$ cat config.mk
export PLATFORM = sky130hd
export DESIGN_NAME = wsp_map
export DESIGN_NICKNAME = d
export VERILOG_FILES = /design/src/rtl/wsp_pkg.sv /design/src/rtl/wsp_map.sv
export SDC_FILE = /design/constraint.sdc
export NUM_CORES = 1
export LEC_CHECK = 0
export ABC_AREA = 1
export BUFFER_PORTS_ARGS = -buffer_cell sky130_fd_sc_hd__buf_2
export CAP_MARGIN = 20
export CORE_MARGIN = 3
export CORE_UTILIZATION = 55
export DETAILED_ROUTE_END_ITERATION = 8
export PLACE_DENSITY = 0.95
export SETUP_SLACK_MARGIN = 0.15
export SLEW_MARGIN = 20
export SYNTH_ARGS = -nofsm -noshare
export SYNTH_HDL_FRONTEND = slang
export SYNTH_SLANG_ARGS = --single-unit
$ cat constraint.sdc
create_clock -name vclk -period 7.1
set_input_delay 1.42 -clock vclk [all_inputs]
set_output_delay 1.42 -clock vclk [all_outputs]
set_load 0.05 [all_outputs]
$ cat src/rtl/wsp_pkg.sv
// ----------------------------------------------------------------------------
// wsp_pkg
// Shared types, codes and arithmetic helpers for the sub-pixel plot LED
// matrix frame buffer.
// ----------------------------------------------------------------------------
package wsp_pkg;

  // Command codes carried by a request.
  localparam logic [1:0] CMD_PLOT  = 2'd0;
  localparam logic [1:0] CMD_WRITE = 2'd1;
  localparam logic [1:0] CMD_READ  = 2'd2;

  // Configuration register indexes.
  localparam int CFG_IDX_W = 1;
  localparam logic [CFG_IDX_W-1:0] CFG_ORIENT = 1'd0;
  localparam logic [CFG_IDX_W-1:0] CFG_PROG   = 1'd1;

  // Wiring orientation codes (connection angle and strip direction).
  localparam logic [2:0] ORI_IDENT         = 3'd0;
  localparam logic [2:0] ORI_SWAP          = 3'd1;
  localparam logic [2:0] ORI_FLIP_Y        = 3'd2;
  localparam logic [2:0] ORI_SWAP_FLIP_Y   = 3'd3;
  localparam logic [2:0] ORI_FLIP_XY       = 3'd4;
  localparam logic [2:0] ORI_SWAP_FLIP_XY  = 3'd5;
  localparam logic [2:0] ORI_FLIP_X        = 3'd6;
  localparam logic [2:0] ORI_SWAP_FLIP_X   = 3'd7;

  // Width of a matrix coordinate and of the strip index arithmetic.
  localparam int COORD_W = 7;
  localparam int IDX_W   = 13;

  // Configuration passed to the coordinate mapper.
  typedef struct packed {
    logic [2:0] orient;
    logic       progressive;
  } cfg_t;

  // Sequencer states.
  typedef enum logic [2:0] {
    ST_CLEAR,
    ST_IDLE,
    ST_WGT,
    ST_NB_RD,
    ST_NB_WR,
    ST_EXW,
    ST_RDX,
    ST_RDD
  } state_t;

  // Intensity of an 8-bit fraction: (f * 255) >> 8.
  function automatic logic [7:0] frac_level(input logic [7:0] f);
    logic [15:0] p;
    p = {f, 8'h00} - {8'h00, f};
    return p[15:8];
  endfunction

  // Wu weight of an intensity pair: (a*b + a + b) >> 8.
  function automatic logic [7:0] corner_weight(input logic [7:0] a, input logic [7:0] b);
    logic [16:0] s;
    s = 17'(a) * 17'(b) + 17'(a) + 17'(b);
    return s[15:8];
  endfunction

  // Saturating 8-bit add.
  function automatic logic [7:0] sat_add(input logic [7:0] a, input logic [7:0] b);
    logic [8:0] s;
    s = {1'b0, a} + {1'b0, b};
    return s[8] ? 8'hFF : s[7:0];
  endfunction

endpackage

$ cat src/rtl/wsp_map.sv
// ----------------------------------------------------------------------------
// wsp_map
// Maps an on-matrix pixel coordinate to its position along the LED strip,
// following the wiring orientation and the serpentine or progressive rows.
// ----------------------------------------------------------------------------
module wsp_map import wsp_pkg::*; #(
  parameter int MATRIX_WIDTH  = 16,
  parameter int MATRIX_HEIGHT = 16,
  parameter int AW            = 8
) (
  input  cfg_t                cfg,
  input  logic [COORD_W-2:0]  x,
  input  logic [COORD_W-2:0]  y,
  output logic [AW-1:0]       index
);

  localparam logic [COORD_W-1:0] WL = COORD_W'(MATRIX_WIDTH);
  localparam logic [COORD_W-1:0] HL = COORD_W'(MATRIX_HEIGHT);
  localparam logic [COORD_W-1:0] WM1 = COORD_W'(MATRIX_WIDTH - 1);
  localparam logic [COORD_W-1:0] HM1 = COORD_W'(MATRIX_HEIGHT - 1);

  logic [COORD_W-1:0] xe, ye, tx, ty, len;
  logic [IDX_W-1:0]   row_base, idx_full;

  // Pick the mapped column, row and row length for the orientation.
  always_comb begin
    xe = {1'b0, x};
    ye = {1'b0, y};
    case (cfg.orient)
      ORI_IDENT: begin
        tx = xe; ty = ye; len = WL;
      end
      ORI_SWAP: begin
        tx = ye; ty = xe; len = HL;
      end
      ORI_FLIP_Y: begin
        tx = xe; ty = HM1 - ye; len = WL;
      end
      ORI_SWAP_FLIP_Y: begin
        tx = HM1 - ye; ty = xe; len = HL;
      end
      ORI_FLIP_XY: begin
        tx = WM1 - xe; ty = HM1 - ye; len = WL;
      end
      ORI_SWAP_FLIP_XY: begin
        tx = HM1 - ye; ty = WM1 - xe; len = HL;
      end
      ORI_FLIP_X: begin
        tx = WM1 - xe; ty = ye; len = WL;
      end
      ORI_SWAP_FLIP_X: begin
        tx = ye; ty = WM1 - xe; len = HL;
      end
      default: begin
        tx = xe; ty = ye; len = WL;
      end
    endcase
  end

  // Odd rows run backwards unless the rows are progressive.
  always_comb begin
    row_base = IDX_W'(ty) * IDX_W'(len);
    if (ty[0] && !cfg.progressive) begin
      idx_full = row_base + IDX_W'(len) - IDX_W'(1) - IDX_W'(tx);
    end else begin
      idx_full = row_base + IDX_W'(tx);
    end
  end

  assign index = idx_full[AW-1:0];

endmodule

**After elaboration in Yosys (flattened, before gate mapping)**

Cells that the tools add are included.

- Divide/modulo/power cells: 0
- Magnitude comparators: 0
- Bitwise gates (word level): 0
- Reduce and logical (&&, ||, !) cells: 12
- Equal/unequal tests: 7
- Shift operators: 0
- $add $sub $neg: 6
- Mux-type cells: 4
- Multipliers: 1

Operators with widths:

| operator | number |
|---|---|
| $pmux W7 S4 | 2 |
| $add A8 B7 Y8 | 2 |
| $reduce_or A2 Y1 | 8 |
| $sub A4 B6 Y7 const A | 2 |
| $eq A3 B3 Y1 const B | 4 |
| $mul A7 B7 Y8 | 1 |
| $mux W8 | 1 |
| $reduce_or A8 Y1 | 1 |
| $sub A8 B1 Y8 const B | 1 |
| $sub A8 B7 Y8 | 1 |
| $mux W7 | 1 |
| $eq A3 B2 Y1 const B | 2 |
| $eq A3 B1 Y1 const B | 1 |
| $logic_not A3 Y1 | 1 |
| $logic_and A1 B1 Y1 | 1 |
| $logic_not A1 Y1 | 1 |

- Register bits after elaboration: 0
- Memory bits (read-only): 0
- Memories kept: 0
- Bits in latches: 0
- RAM bits: 0

**Longest topological paths before layout**

- Depth after elaboration: 8
- Depth in mapped cells: 18
- Mapped depth without buffers: 18

**Least setup slack after synthesis**

No wires, ideal clock.

- Kind: input port to output port
- From: input port cfg[1] (netlist name)
- To: output port index[6]
- Cell stages on the path: 12
- Arrival time: 3.942 ns
- Required time: 5.680 ns
- Path slack: 1.738 ns
- Cells stage by stage: buf_6 nand2_1 inv_1 o21a_1 a221oi_1 nand2_1 ha_1 inv_1 ha_1 fa_1 nor2_1 a21oi_1

- Word-level cells in the longest chain between the ends: 8

Ends and longest elaborated chain:

| what | line | source |
|---|---|---|
| from (decl) | wsp_map.sv:11 | `input cfg_t cfg,` |
| $eq A3 B3 Y1, or another cell as far along | wsp_map.sv:29 | `case (cfg.orient)` |
| $reduce_or A2 Y1 (no source line) | n/a |  |
| $pmux W7 S4 | wsp_map.sv:29 |  |
| $mul A7 B7 Y8 | wsp_map.sv:62 | `row_base = IDX_W'(ty) * IDX_W'(len);` |
| $add A8 B7 Y8 | wsp_map.sv:64 | `idx_full = row_base + IDX_W'(len) - IDX_W'(1) - IDX_W'(tx);` |
| $sub A8 B1 Y8 | wsp_map.sv:64 |  |
| $sub A8 B7 Y8 | wsp_map.sv:64 |  |
| $mux W8 (*) | wsp_map.sv:63 | `if (ty[0] && !cfg.progressive) begin` |
| to (decl) | wsp_map.sv:14 | `output logic [AW-1:0] index` |

Mark *: on every way between the ends. The rest lies on a longest branch, timed or not.

**Worst setup path after layout**

- From: input port cfg[1] (netlist name)
- To: output port index[7]

Same word-level chain as after synthesis.

==> results.cfg <==
[sta]
worst_slack_ps = 1580
worst_pin_slew_ps = 406
fin_crit_ps = 5520
finalSetupViolations = 0
slew_headroom_pct = 72.8
final_max_slew_viol_count = 0
fmax_ghz = 0.181
hold_violations = 0
rsz0062_at_grt = false
setup_tns_ps = 0
period_share_pct = 77.7

[layout]
drive_above_1_share_pct = 19.2
layout_commonest_cell = nand2_1
final_cell_mix = nand2_1 (37), inv_1 (32), buf_2 (24)
stdcell_count = 170
nFlopsAndLatches = 0
regArea_um2 = 0
area_delta_synth_final_pct = 15.6
clock_buffers = 0
fill_cells = 104
final_nets = 185
multi_input_area_um2 = 589
diodes = 0

[synthesis]
synth.area.mux_share_pct = 0
syn-num-nets = 161
netlist_area_um2 = 736
seq_area_frac_synth_pct = 0
synth_fa_ha_area_share_pct = 19.7
synth_simple_gate_area_share_pct = 37.6
synth-compound-area-share_pct = 15.6
yosysWarnings = 0
synthXorXnorAreaFrac_pct = 7.14
syn_inst = 134
synth_top_family_by_area = simple AND/OR/NAND/NOR gates
ys_types = 21
syn_avg_cell_area_um2 = 5.49

[pwr]
internal_power_mw = 0.0358
vdd_drop_max_mv = 0.0784
p_sw_share_pct = 70.7
powerDensity_nw_per_um2 = 144
seqPwrFrac_pct = 0
combinationalPowerShare_pct = 100.0
switching_power_mw = 0.0865
p_clk_share_pct = 0
p_leak_nw = 0.541

[clock_network]
cts-hold-fix-buffers = 0
cts_setup_buffers = 0
cts-resized-gates = 0

[global_route]
grt_use_total_pct = 20.7
antenna_found_initial = 0
grt.overflow.total = 0
grt_pass1_wl_um = 3140
grt_pass1_vias = 832
grt_max_degree = 12
grt-busiest-layer = met2
use_met3_pct = 1.29
met1_usage_pct = 24.6
met2_usage_pct = 39.5

[critical_path]
path_class = input port to output port
cp-end-kind = output port
startpoint_type = input port
cp_max_fo = 11
cp_data_arrival_time_ps = 4100
critPathLaunch = cfg[1]
cp_data_required_time_ps = 5680

[routing]
dr.pass1.iters = 4
initialDrtViolationCount = 31
totalWireLength_um = 1820
antenna_left = 0
post-route-drc-count = 0
avgRoutedWirePerCell_um = 10.7
vias = 898
vias_per_cell = 5.28

[flow_run]
max-cap-violations = 0

[placed_design]
dp.final_hpwl_um = 1590
post-place-cells = 170
numPortBuffers = 24
gp_congestion = 0.883
dpl_worst_slack_ps = 1610

[die]
num_io_pins = 24
dieHeight_um = 42.6
start_util_pct = 62.0
row_count = 12
die_w_um = 42.6
die_area_um2 = 1810
core_area_um2 = 1190

[min_path]
hold_class = input port to output port
hp-start = x[2]

[status]
status = completed
-- per-layer routing --
| metal | part of all wire (%) | vias up | routed length [µm] |
|---|---|---|---|
| met5 | 0 | - | 0 |
| met4 | 2.8 | 0 | 51 |
| li1 | - | 463 | - |
| met3 | 5.3 | 7 | 96 |
| met1 | 42 | 390 | 764 |
| met2 | 50 | 38 | 910 |
-- per-stage QoR --
stage / cell area, µm² / power [mW] / util [%] / hold WS (ps)
2_1_floorplan: 736 / 0.0964 / - / 3260
3_3_place_gp: 851 / 0.118 / 71.7 / 3370
3_5_place_dp: 851 / 0.123 / 71.7 / 3390
4_1_cts: 851 / 0.123 / 71.7 / 3400
5_1_grt: 851 / 0.135 / 71.7 / 3420
6_report: 851 / 0.122 / 71.7 / 3390
-- power groups by stage --
| stage | registers (mW) | clock network (mW) | logic, mW |
|---|---|---|---|
| 6_report | 0 | 0 | 0.122 |
| 5_1_grt | 0 | 0 | 0.135 |
| 3_5_place_dp | 0 | 0 | 0.123 |
| 3_3_place_gp | 0 | 0 | 0.118 |
| 4_1_cts | 0 | 0 | 0.123 |
| 2_1_floorplan | 0 | 0 | 0.0964 |
-- Yosys cell counts --
cell / count / area share [%]
nand3_4: 1 / 2.4
a21oi_1: 2 / 1.4
buf_6: 2 / 3.1
fa_1: 1 / 2.7
nor2_1: 9 / 4.6
xor2_1: 6 / 7.1
nand2_2: 3 / 2.6
nand2_1: 37 / 19
o21a_1: 1 / 1.0
inv_2: 1 / 0.51
o22ai_1: 1 / 0.85
a221oi_1: 1 / 1.2
inv_1: 32 / 16
ha_1: 10 / 17
nand3_1: 9 / 6.1
nand3_2: 1 / 1.4
nand4_1: 1 / 0.85
o21ai_1: 2 / 1.4
o2111ai_1: 2 / 2.4
o21ai_0: 11 / 7.5
and2_1: 1 / 0.85
-- worst paths after layout --
kind	endpoint	cells after the start
setup / recovery	index[7]	20
hold / removal	index[2]	6
-- logic make-up after synthesis --
logic type | after synthesis
compound gates | 20
xor+xnor | 6
fa+ha+maj | 11
buf+inv | 35
simple gates | 62
-- worst max-delay path: stages --
cell       delay (ps)
buf_2             180
inv_1             170
nand2_1           100
nand2_1            80
and2_1            190
nand2_1            70
o2111ai_1         100
o21ai_0           100
inv_1              80
ha_1              270
inv_1              40
ha_1              190
fa_1              370
xor2_1            160
nand4_1           100
nand2_1            70
nand2_1            60
nand2_1            50
inv_1              40
buf_2             240
-- layout make-up --
class	instances	share of cell area, %
Multi-Input combinational cell	99	69.3
Inverter	33	14.6
Timing Repair Buffer	24	14.1
Tap cell	14	2.06
Power figures use the tool's default switching activity.
